## src/rtl/dfd_pkg.sv

```systemverilog
// Shared types, constants and the divide-by-ten helper for the factorial digit unit.
package dfd_pkg;

    localparam int N_W      = 6;   // width of the request operand
    localparam int DIGIT_W  = 4;   // one decimal digit
    localparam int TOTAL_W  = 7;   // digit count as presented on the port
    localparam int CARRY_W  = 6;   // carry between digit positions
    localparam int PROD_W   = 10;  // digit * multiplier + carry

    localparam logic [DIGIT_W-1:0] RADIX     = 4'd10;
    localparam logic [DIGIT_W-1:0] DIGIT_ONE = 4'd1;
    localparam logic [N_W-1:0]     MUL_START = 6'd2;

    typedef enum logic [1:0] {
        ST_IDLE,
        ST_MUL,
        ST_ALIGN,
        ST_EMIT
    } t_state;

    typedef enum logic [1:0] {
        RING_HOLD,
        RING_FWD,
        RING_REV,
        RING_LOAD
    } t_ring_op;

    typedef struct packed {
        t_ring_op            op;
        logic [DIGIT_W-1:0]  wr_digit;
    } t_ring_ctl;

    // Restoring division by ten: quotient in the upper bits, remainder in the lower four.
    function automatic logic [CARRY_W+DIGIT_W-1:0] div10(input logic [PROD_W-1:0] p);
        logic [PROD_W-1:0]  rem;
        logic [CARRY_W-1:0] quo;
        rem = p;
        quo = '0;
        for (int b = CARRY_W - 1; b >= 0; b--) begin
            if (rem >= (PROD_W'(RADIX) << b)) begin
                rem    = rem - (PROD_W'(RADIX) << b);
                quo[b] = 1'b1;
            end
        end
        return {quo, rem[DIGIT_W-1:0]};
    endfunction

endpackage

```

## src/rtl/dfd_digit_ring.sv

```systemverilog
// Circular shift register holding the decimal digits, one digit moved per cycle unless held.
module dfd_digit_ring #(
    parameter int DIGITS = 64
) (
    input  logic                        i_clk,
    input  dfd_pkg::t_ring_ctl          i_ctl,
    output logic [dfd_pkg::DIGIT_W-1:0] o_head
);
    import dfd_pkg::*;

    logic [DIGIT_W-1:0] r_ring [DIGITS];
    logic [DIGIT_W-1:0] n_ring [DIGITS];

    always_comb begin
        for (int j = 0; j < DIGITS; j++) begin
            n_ring[j] = r_ring[j];
        end
        case (i_ctl.op)
            RING_FWD: begin
                // head leaves, new digit enters at the tail
                for (int j = 0; j < DIGITS - 1; j++) begin
                    n_ring[j] = r_ring[j+1];
                end
                n_ring[DIGITS-1] = i_ctl.wr_digit;
            end
            RING_REV: begin
                for (int j = 1; j < DIGITS; j++) begin
                    n_ring[j] = r_ring[j-1];
                end
                n_ring[0] = r_ring[DIGITS-1];
            end
            RING_LOAD: begin
                n_ring[0] = DIGIT_ONE;
            end
            default: begin
            end
        endcase
    end

    always_ff @(posedge i_clk) begin
        for (int j = 0; j < DIGITS; j++) begin
            r_ring[j] <= n_ring[j];
        end
    end

    assign o_head = r_ring[0];

endmodule

```

## src/rtl/decimal_factorial_digits_unit.sv

```systemverilog
// Top level: computes n! in decimal and streams its digits, most significant first.
//
// Request channel: i_valid / o_stall carry the operand i_n. A request is taken
// only while the unit is idle; o_stall stays high from acceptance until the
// final digit has been taken. Operands above MAX_N are clamped to MAX_N.
// Result channel: o_valid / i_stall carry one digit per transfer, with
// o_digit_total on every digit and o_last on the least significant one.
// Operation: for n of 2 or more, (n-1) multiply passes, each walking all DIGITS
// positions of the digit ring one digit per cycle through a single small
// multiply and divide-by-ten unit; then the ring is aligned so that the top
// digit is at the head, then digit_total transfers.
// Reset (synchronous, active low) returns the unit to idle with no result
// pending; the digit ring itself is not cleared.
// A stall on the result side holds the current digit and its flags unchanged
// and pauses the ring until the digit is taken.
module decimal_factorial_digits_unit #(
    parameter int DIGITS = 64,
    parameter int MAX_N  = 49
) (
    input  logic                         i_clk,
    input  logic                         i_rst_n,
    input  logic                         i_valid,
    output logic                         o_stall,
    input  logic [dfd_pkg::N_W-1:0]      i_n,
    output logic                         o_valid,
    input  logic                         i_stall,
    output logic [dfd_pkg::DIGIT_W-1:0]  o_digit,
    output logic [dfd_pkg::TOTAL_W-1:0]  o_digit_total,
    output logic                         o_last
);
    import dfd_pkg::*;

    localparam int IW = $clog2(DIGITS);
    localparam int CW = $clog2(DIGITS + 1);

    t_state             r_state, n_state;
    logic [N_W-1:0]     r_n, n_n;
    logic [N_W-1:0]     r_mul, n_mul;
    logic [IW-1:0]      r_idx, n_idx;
    logic [CW-1:0]      r_count, n_count;
    logic [CARRY_W-1:0] r_carry, n_carry;

    t_ring_ctl          w_ring_ctl;
    logic [DIGIT_W-1:0] w_head;
    logic [N_W-1:0]     w_n_sat;
    logic               w_in_range;
    logic [DIGIT_W-1:0] w_digit_in;
    logic [PROD_W-1:0]  w_prod;
    logic [CARRY_W+DIGIT_W-1:0] w_qr;
    logic               w_pass_end;
    logic               w_at_top;
    logic               w_take;

    dfd_digit_ring #(
        .DIGITS (DIGITS)
    ) u_ring (
        .i_clk  (i_clk),
        .i_ctl  (w_ring_ctl),
        .o_head (w_head)
    );

    assign w_n_sat    = (i_n > N_W'(MAX_N)) ? N_W'(MAX_N) : i_n;
    assign w_in_range = CW'(r_idx) < r_count;
    // positions past the current length count as zero, so the carry spills into them
    assign w_digit_in = w_in_range ? w_head : '0;
    assign w_prod     = PROD_W'(w_digit_in) * PROD_W'(r_mul) + PROD_W'(r_carry);
    assign w_qr       = div10(w_prod);
    assign w_pass_end = (r_idx == IW'(DIGITS - 1));
    assign w_at_top   = (CW'(r_idx) == r_count - CW'(1));
    assign w_take     = !i_stall;

    // next state
    always_comb begin
        n_state = r_state;
        case (r_state)
            ST_IDLE: begin
                if (i_valid) begin
                    n_state = (w_n_sat >= MUL_START) ? ST_MUL : ST_ALIGN;
                end
            end
            ST_MUL: begin
                if (w_pass_end && r_mul == r_n) begin
                    n_state = ST_ALIGN;
                end
            end
            ST_ALIGN: begin
                if (w_at_top) begin
                    n_state = ST_EMIT;
                end
            end
            ST_EMIT: begin
                if (w_take && w_at_top) begin
                    n_state = ST_IDLE;
                end
            end
            default: n_state = ST_IDLE;
        endcase
    end

    // outputs and ring control
    always_comb begin
        o_stall             = 1'b1;
        o_valid             = 1'b0;
        w_ring_ctl.op       = RING_HOLD;
        w_ring_ctl.wr_digit = w_qr[DIGIT_W-1:0];
        case (r_state)
            ST_IDLE: begin
                o_stall = 1'b0;
                if (i_valid) begin
                    w_ring_ctl.op = RING_LOAD;
                end
            end
            ST_MUL: begin
                w_ring_ctl.op = RING_FWD;
            end
            ST_ALIGN: begin
                // bring the top digit to the head, recirculating each digit unchanged
                w_ring_ctl.wr_digit = w_head;
                if (!w_at_top) begin
                    w_ring_ctl.op = RING_FWD;
                end
            end
            ST_EMIT: begin
                o_valid = 1'b1;
                if (w_take && !w_at_top) begin
                    w_ring_ctl.op = RING_REV;
                end
            end
            default: begin
            end
        endcase
    end

    // datapath
    always_comb begin
        n_n     = r_n;
        n_mul   = r_mul;
        n_idx   = r_idx;
        n_count = r_count;
        n_carry = r_carry;
        case (r_state)
            ST_IDLE: begin
                if (i_valid) begin
                    n_n     = w_n_sat;
                    n_mul   = MUL_START;
                    n_idx   = '0;
                    n_count = CW'(1);
                    n_carry = '0;
                end
            end
            ST_MUL: begin
                n_carry = w_qr[CARRY_W+DIGIT_W-1:DIGIT_W];
                if (!w_in_range && r_carry != '0) begin
                    n_count = r_count + CW'(1);
                end
                if (w_pass_end) begin
                    // drop whatever carry does not fit
                    n_idx   = '0;
                    n_carry = '0;
                    n_mul   = r_mul + N_W'(1);
                end else begin
                    n_idx = r_idx + IW'(1);
                end
            end
            ST_ALIGN: begin
                n_idx = w_at_top ? '0 : r_idx + IW'(1);
            end
            ST_EMIT: begin
                if (w_take && !w_at_top) begin
                    n_idx = r_idx + IW'(1);
                end
            end
            default: begin
            end
        endcase
    end

    always_ff @(posedge i_clk) begin
        if (!i_rst_n) begin
            r_state <= ST_IDLE;
            r_mul   <= MUL_START;
            r_idx   <= '0;
            r_count <= CW'(1);
            r_carry <= '0;
        end else begin
            r_state <= n_state;
            r_mul   <= n_mul;
            r_idx   <= n_idx;
            r_count <= n_count;
            r_carry <= n_carry;
        end
    end

    always_ff @(posedge i_clk) begin
        r_n <= n_n;
    end

    assign o_digit       = w_head;
    assign o_digit_total = TOTAL_W'(r_count);
    assign o_last        = w_at_top;

endmodule

```

## config.mk

```make
export PLATFORM = sky130hd
export DESIGN_NAME = decimal_factorial_digits_unit
export DESIGN_NICKNAME = d
export VERILOG_FILES = /design/src/rtl/dfd_pkg.sv /design/src/rtl/dfd_digit_ring.sv /design/src/rtl/decimal_factorial_digits_unit.sv
export SDC_FILE = /design/constraint.sdc
export NUM_CORES = 1
export LEC_CHECK = 0
export ABC_AREA = 1
export BUFFER_PORTS_ARGS = -buffer_cell sky130_fd_sc_hd__buf_4
export CORE_ASPECT_RATIO = 0.7
export CORE_MARGIN = 2
export CORE_UTILIZATION = 45
export DETAILED_ROUTE_END_ITERATION = 7
export GPL_ROUTABILITY_DRIVEN = 1
export PLACE_DENSITY = 0.66
export SYNTH_ARGS = -nofsm -noshare
export SYNTH_HDL_FRONTEND = slang
export SYNTH_SLANG_ARGS = --single-unit
```

## constraint.sdc

```tcl
create_clock -name i_clk -period 22.9 [get_ports i_clk]
set_input_delay 0 -clock i_clk [delete_from_list [all_inputs] [get_ports i_clk]]
set_output_delay 0 -clock i_clk [all_outputs]
set_load 0.005 [all_outputs]
```

Yosys cells after proc, flatten, opt, wreduce, memory -nomap -nowiden
Memories as Yosys holds them, arrays and structs flattened.
Cells that the tools add are included.
{ "word_totals": {"ram_bits": 256, "n_memories": 1, "inputBits": 10, "word_cells": 102, "register_bits": 33, "output_inout_bits": 14} }
{ "memory_table": {"columns": ["memory", "depth", "width", "rd", "rd_ports_with_merged_regs", "wr", "line_no", "rtl"], "rows": [
  ["u_ring.r_ring", 64, 4, 64, 0, 64, "dfd_digit_ring.sv:11", "logic [DIGIT_W-1:0] r_ring [DIGITS];"]
]} }
{ "op_classes": {"muxes": 42, "n_addsub": 11, "reduce_logical": 16, "mul": 1, "n_eq_ne": 16, "magnitude_cmp": 9} }
{ "op_table": {"columns": ["cell", "count"], "rows": [
  ["case mux 252 bit (2 select lines)", 1],
  ["two-way mux 10 bit", 5],
  ["two-way mux 6 bit", 8],
  ["case mux 6 bit (2 select lines)", 2],
  ["case mux 6 bit (4 select lines)", 1],
  ["case mux 2 bit (4 select lines)", 2],
  ["two-way mux 2 bit", 7],
  ["two-way mux 7 bit", 2],
  ["inequality test 2 bit (second input constant)", 7],
  ["case mux 7 bit (2 select lines)", 1],
  ["adder 6 x 1 -> 6 bit (second input constant)", 2],
  ["two-way mux 4 bit", 3],
  ["case mux 4 bit (3 select lines)", 1],
  ["adder 10 x 6 -> 10 bit", 1],
  [">= comparator 10 x 4 -> 1 bit (second input constant)", 1],
  [">= comparator 10 x 5 -> 1 bit (second input constant)", 1],
  [">= comparator 10 x 6 -> 1 bit (second input constant)", 1],
  [">= comparator 10 x 7 -> 1 bit (second input constant)", 1],
  [">= comparator 10 x 8 -> 1 bit (second input constant)", 1],
  [">= comparator 10 x 9 -> 1 bit (second input constant)", 1],
  ["multiplier 4 x 6 -> 10 bit", 1],
  ["subtractor 10 x 5 -> 10 bit (second input constant)", 1],
  ["subtractor 10 x 6 -> 10 bit (second input constant)", 1],
  ["subtractor 10 x 7 -> 10 bit (second input constant)", 1],
  ["22 further kinds", 42]
]} }

Depth between registers and ports, before layout
Gate-level depths: netlist of the first run.
{ "depth": {"ltp_word": 18, "mapped_depth": 60, "ltp_nobuf": 59} }

By module
Synthesis of the first run repeated with hierarchy kept, for this count alone.
{ "hier_totals": {"cells_unflattened": 1740, "hier_area_um2": 15361.0} }
{ "by_module_without_submodules": {"columns": ["mod", "area_per_inst_um2", "cells_each", "instances", "seq_area_each_um2"], "rows": [
  ["dfd_digit_ring", 11108.2, 1092, 1, 7687.4],
  ["decimal_factorial_digits_unit", 4252.8, 648, 1, 720.7]
]} }

Worst setup path before layout of the first run
Ideal clock, no wire load.
{ "synth_timing": {"path_kind": "register to register", "start": "register o_digit_total[0] (netlist name)", "end": "memory u_ring.r_ring[1][0] (netlist: u_ring.r_ring[0][4]), enable pin", "setup_time_ps": 604, "stages_incl_launch_ff": 15, "arrival_ps": 7159, "path_buffers": 0, "required_ps": 22296, "path_slack_ps": 15137, "synth_period_minus_slack_ps": 7763, "cell_sequence": "dfxtp_1 > inv_1 > ha_1 > xnor2_1 > xor2_1 > o211ai_1 > a2111oi_0 > nand2_1 > inv_1 > or2_2 > o21ai_0 > o21ai_0 > inv_1 > ha_1 > inv_1"} }
{ "synth_lines": {"columns": ["element", "line_no"], "rows": [
  ["end: declaration", "dfd_digit_ring.sv:11"]
]} }

==> results.sh, run 1 <==
export IMPL_grt_first_pass_wirelength_mm=50.7
export IMPL_antenna_found_initial=0
export IMPL_fmax_ghz=0.119
export IMPL_dp_hpwl_mm=19.5
export IMPL_routed_wl_mm=30.0
export IMPL_routedWlPerCell_um=13.5
export IMPL_setup_viol=0
export IMPL_first_pass_iters=5
export IMPL_dieArea_um2=35300
export IMPL_cts_buffer_depth=3
export IMPL_synth_warnings=0
export IMPL_route_detailed_drc=0
export IMPL_synth_cell_type_count=45
export IMPL_period_share_pct=36.7
export IMPL_fillers=3132
export IMPL_clock_skew_ns=0.00900
export IMPL_die_x_um=224
export IMPL_multi_input_area_um2=6010
export IMPL_core_um2=33400
export IMPL_crit_required_ns=23.22
export IMPL_syn_area_um2=15200
export IMPL_final_util_pct=50.2
export IMPL_synthTopCellsByArea="edfxtp_1 52%, nand2_1 22%, dfxtp_1 3.6%"
export IMPL_synth_top_family_by_area="simple AND/OR/NAND/NOR gates"
export IMPL_register_area_um2=8410
export IMPL_io_buffers=23
export IMPL_critPathLaunchType="flop"
export IMPL_use_met3_pct=3.38
export IMPL_grt_start_max_net_pins=112
export IMPL_synth_seq_cells=289
export IMPL_slowest_stage="fa_1"
export IMPL_die_h_um=158
export IMPL_cp_num_buf_inv=10
export IMPL_globalRoute_totalOverflow=0
export IMPL_antenna_left=0
export IMPL_maxSlewHeadroom_pct=28.5
export IMPL_synthesis_nets=1821
export IMPL_period_needed_ns=8.40
export IMPL_via_per_inst=4.97
export IMPL_hold_path_class="input pin to flop"
export IMPL_fin_setup_tns_ns=0
export IMPL_layout_drive_gt1_share_pct=8.28
export IMPL_syn_mean_instance_area_um2=8.66
export IMPL_ctsResizeCount=0
export IMPL_clock_latency_ns=0.57
export IMPL_rows=56
export IMPL_diodes=0
export IMPL_outcome="complete, no violations"
export IMPL_synthCells=1759
export IMPL_grt_pass1_vias=10400
export IMPL_post_cts_setup_buffers=0
export IMPL_clockRootBuffer="clkbuf_16"
export IMPL_yosys_area_share_xor_xnor_pct=0.978
export IMPL_rsz0062_at_grt="false"
export IMPL_vias=11000
export IMPL_maxCapViolCount=0
export IMPL_yosys_area_top_type_share_pct=51.7
export IMPL_drtIter0Drc=1006
export IMPL_htree_levels=1
export IMPL_path_delay_family="simple AND/OR/NAND/NOR gates"
export IMPL_start_util_pct=45.6
export IMPL_yosysSeqAreaShare_pct=55.2
export IMPL_hold_viol=0
export IMPL_grt_busiest_layer="met1"
export IMPL_tightest_slew_ns=1.07
export IMPL_postCtsHoldBufs=10
export IMPL_path_max_fanout=14
export IMPL_cts_buffers=29
export IMPL_grt_met1_usage_pct=26.3
export IMPL_gp_congestion=0.838
export IMPL_clk_pin_slew_ns=0.07
export IMPL_cts_sinks=289
export IMPL_num_io_pins=24
export IMPL_critPathMostFrequentCell="nand2_1"
export IMPL_ys_flop_type="edfxtp_1"
export IMPL_track_usage_pct=17.2
export IMPL_layout_nets=1826
export IMPL_final_max_slew_viol_count=0
export IMPL_critPathArrivalTime_ns=8.72
export IMPL_synthArstFlopShare_pct=0
export IMPL_synth_adder_area_share_pct=4.91
export IMPL_cts_tree="done"
export IMPL_crit_path_max_incr_delay_ns=0.55
export IMPL_use_met2_pct=25.1
export IMPL_synth_compound_area_share_pct=3.34
export IMPL_synth_edf_count=262
export IMPL_end_kind="flop"
export IMPL_synthToLayoutAreaGrowth_pct=10.2
export IMPL_synth_area_leader_cell="edfxtp_1"
export IMPL_yosys_area_share_simple_pct=30.2
export IMPL_critical_path_class="flop to flop"
export IMPL_synthMuxAreaShare_pct=0
worst paths after layout:
check | startpoint | to | slack, ns | cells past startpoint
worst max-delay path | o_digit_total[4] | u_ring.r_ring[31][6] | 14.50 | 56
worst min-delay path | i_n[4] | r_n[4] | 0.19 | 2
worst max register to register | o_digit_total[4] | u_ring.r_ring[31][6] | 14.50 | 56
worst min register to register | r_carry[3] | r_carry[3] | 0.47 | 2
synth_stat cells (5+ instances only):
master      n
nand2_1   881
edfxtp_1  262
inv_1     132
nor2_1     71
nand3_1    66
clkbuf_1   55
ha_1       39
a21oi_1    36
dfxtp_1    27
o21ai_0    25
nand2_2    18
nand4_1    14
fa_1       13
nand3_2    13
xor2_1     12
nand2_4     9
nor2_2      9
nor3_1      7
buf_1       5
inv_2       5
nor3b_1     5
xnor2_1     5
flip-flops by register name, indices dropped and copies added (netlist names):
signal,cells
r_n,6
r_mul,6
r_idx,6
o_digit_total,7
r_state,2
u_ring.r_ring,256
r_carry,6
layout by cell type (no fill, tap or decap), drive strengths merged, types with 13 or more instances in the layout:
cell type	instances
nand2	908
edfxtp	262
inv	140
nor2	83
nand3	82
ha	39
a21oi	38
clkbuf	34
buf	31
o21ai	31
dfxtp	27
clkinv	15
nand4	14
fa	13
area by class of cell:
class,instances,area share (%)
repair buffers,41,1.98
multi-input cells,1262,35.8
well taps,435,3.25
clock inverters,20,1.12
inverters,141,3.25
flip-flops and latches,289,50.1
clock buffers,34,4.44
routing by layer:
metal | up-vias | share of wire (%)
met3 | 35 | 4.8
met4 | 0 | 1.5
met1 | 5148 | 53
met2 | 185 | 41
li1 | 5671 | -
met5 | - | 0
cells by family after synthesis:
logic type / count (synthesis)
and+or+nand+nor: 1104
DFF: 289
buffers and inverters: 208
AOI/OAI and AO/OA: 89
adders and majority gates: 52
xor gates and xnor gates: 17
stage by stage:
| stage | instance area, um^2 | setup slack, ns | hold WS, ns | cells |
|---|---|---|---|---|
| floorplan | 15200 | 15.14 | 0.0986 | 1759 |
| global placement | 15700 | 14.98 | 0.201 | 2158 |
| global route | 16800 | 13.70 | 0.180 | 2222 |
| detailed placement | 15700 | 14.56 | 0.202 | 2158 |
| finish | 16800 | 14.50 | 0.188 | 2222 |
| CTS | 16800 | 14.53 | 0.154 | 2222 |
Power of run 1 is left out: the tool's default activity adds up to more than one toggle a clock period on the data nets, which glitch-free logic cannot reach.
==> inputs of run 2 (changes only) <==
--- a/config.mk
+++ b/config.mk
@@ -12,7 +12,7 @@
 export CORE_UTILIZATION = 45
 export DETAILED_ROUTE_END_ITERATION = 7
 export GPL_ROUTABILITY_DRIVEN = 1
-export PLACE_DENSITY = 0.66
+export PLACE_DENSITY = 0.69
 export SYNTH_ARGS = -nofsm -noshare
 export SYNTH_HDL_FRONTEND = slang
 export SYNTH_SLANG_ARGS = --single-unit
==> constraint.sdc (replaced) <==
create_clock -name i_clk -period 7.7 [get_ports i_clk]
set_input_delay 0 -clock i_clk [delete_from_list [all_inputs] [get_ports i_clk]]
set_output_delay 0 -clock i_clk [all_outputs]
set_load 0.005 [all_outputs]
==> results.sh, run 2 (same netlist as run 1, synthesis figures left out) <==
export IMPL_routed_wl_mm=31.2
export IMPL_hold_path_class="input pin to flop"
export IMPL_routedWlPerCell_um=13.7
export IMPL_clock_skew_ns=0.0152
export IMPL_path_delay_family="simple AND/OR/NAND/NOR gates"
export IMPL_layout_nets=1878
export IMPL_track_usage_pct=17.1
export IMPL_crit_required_ns=8.14
export IMPL_maxCapViolCount=0
export IMPL_clock_latency_ns=0.58
export IMPL_grt_pass1_vias=10600
export IMPL_rows=56
export IMPL_hold_depth=2
export IMPL_die_h_um=158
export IMPL_grt_start_max_net_pins=177
export IMPL_drtIter0Drc=1173
export IMPL_outcome="complete, no violations"
export IMPL_via_per_inst=5.05
export IMPL_critPathLaunchType="flop"
export IMPL_slowest_stage="fa_1"
export IMPL_cts_sinks=289
export IMPL_gp_congestion=0.855
export IMPL_first_pass_iters=5
export IMPL_end_kind="flop"
export IMPL_hold_viol=0
export IMPL_clockRootBuffer="clkbuf_16"
export IMPL_layout_drive_gt1_share_pct=16.2
export IMPL_critPathArrivalTime_ns=7.82
export IMPL_final_max_slew_viol_count=0
export IMPL_dp_hpwl_mm=18.8
export IMPL_largest_reg_flops=256
export IMPL_fillers=2941
export IMPL_r2r_start="o_digit_total[4]"
export IMPL_die_x_um=224
export IMPL_setup_viol=0
export IMPL_regMostFlops="u_ring.r_ring"
export IMPL_timing_rr_end="u_ring.r_ring[31][6]"
export IMPL_maxSlewHeadroom_pct=29.2
export IMPL_synthToLayoutAreaGrowth_pct=16.9
export IMPL_final_common_cell="nand2_1"
export IMPL_grt_first_pass_wirelength_mm=50.8
export IMPL_clk_pin_slew_ns=0.07
export IMPL_fmax_ghz=0.136
export IMPL_route_detailed_drc=0
export IMPL_period_share_pct=95.8
export IMPL_core_um2=33400
export IMPL_antenna_found_initial=0
export IMPL_io_buffers=23
export IMPL_cp_num_buf_inv=12
export IMPL_diodes=0
export IMPL_antenna_left=0
export IMPL_critical_path_class="flop to flop"
export IMPL_period_needed_ns=7.38
export IMPL_final_util_pct=53.2
export IMPL_globalRoute_totalOverflow=0
export IMPL_vias=11500
export IMPL_crit_path_max_incr_delay_ns=0.53
export IMPL_min_from="i_n[5]"
export IMPL_min_to="r_n[5]"
export IMPL_cts_tree="done"
export IMPL_critPathMostFrequentCell="nand2_4"
export IMPL_r2r_setup_slack_ns=0.32
export IMPL_cts_buffer_depth=3
export IMPL_num_io_pins=24
export IMPL_cts_buffers=29
export IMPL_tightest_slew_ns=1.06
export IMPL_final_cell_mix="853 x nand2_1, 262 x edfxtp_1, 113 x inv_1"
export IMPL_start_util_pct=45.6
export IMPL_reg2reg_depth=58
export IMPL_htree_levels=1
export IMPL_path_max_fanout=7
export IMPL_dieArea_um2=35300
## run 2: repair_timing
action                                  in CTS  in global routing
hold buffers                                10                  0
buffers inserted                             8                 22
resized for setup                           26                114
hold endpoints to repair                    30                  0
cloned                                       0                  1
pin swaps                                   11                 66
endpoints found under the setup margin       3                  5
## run 2: final cells by class
class / count / area (um^2) / area share [%]
sequential: 289 / 8410 / 47.3
multi-input combinational: 1262 / 6490 / 36.5
timing repair buffer: 93 / 756 / 4.25
clock buffer: 32 / 737 / 4.14
inverter: 141 / 559 / 3.14
tap: 435 / 544 / 3.06
clock inverter: 22 / 290 / 1.63
## run 2: metrics by stage
step / setup WS [ns] / hold WS, ns / setup TNS (ns) / cells / instance area, um^2
3_5_place_dp: -0.143 / 0.202 / -0.417 / 2179 / 15900
4_1_cts: 0.0100 / 0.140 / 0 / 2251 / 17200
2_1_floorplan: 0.188 / 0.0986 / 0 / 1759 / 15200
5_1_grt: -0.130 / 0.156 / -0.419 / 2274 / 17800
6_report: 0.321 / 0.169 / 0 / 2274 / 17800
3_3_place_gp: 0.125 / 0.202 / 0 / 2179 / 15900
## run 2: worst register-to-register path: cells and delay by family (launching register included)
kind,cells,cell delay (ns)
AO/OA/AOI/OAI,2,0.37
flip-flops,1,0.34
buffers and inverters,12,0.85
adder cells (fa/ha/maj),7,2.26
AND/OR/NAND/NOR,37,3.46
## run 2: how the worst max path moves through the flow
stage,end,slack [ns],cells past startpoint,from
finish,u_ring.r_ring[31][6],0.32,58,o_digit_total[4]
floorplan,u_ring.r_ring[31][7],0.19,58,o_digit_total[4]
global route,u_ring.r_ring[31][5],-0.13,55,o_digit_total[1]
global placement,u_ring.r_ring[31][7],0.13,57,o_digit_total[1]
detailed placement,u_ring.r_ring[31][6],-0.14,56,o_digit_total[4]
CTS,u_ring.r_ring[31][7],0.01,59,o_digit_total[2]
## run 2: layer usage
metal | vias to the layer above | GRT usage (%) | share of wire, %
li1 | 5774 | - | -
met1 | 5422 | 25.8 | 49
met2 | 234 | 25.5 | 44
met3 | 47 | 3.17 | 5.0
met4 | 0 | 3.81 | 1.7
met5 | - | 0 | 0
Power of run 2 is left out for the same reason.
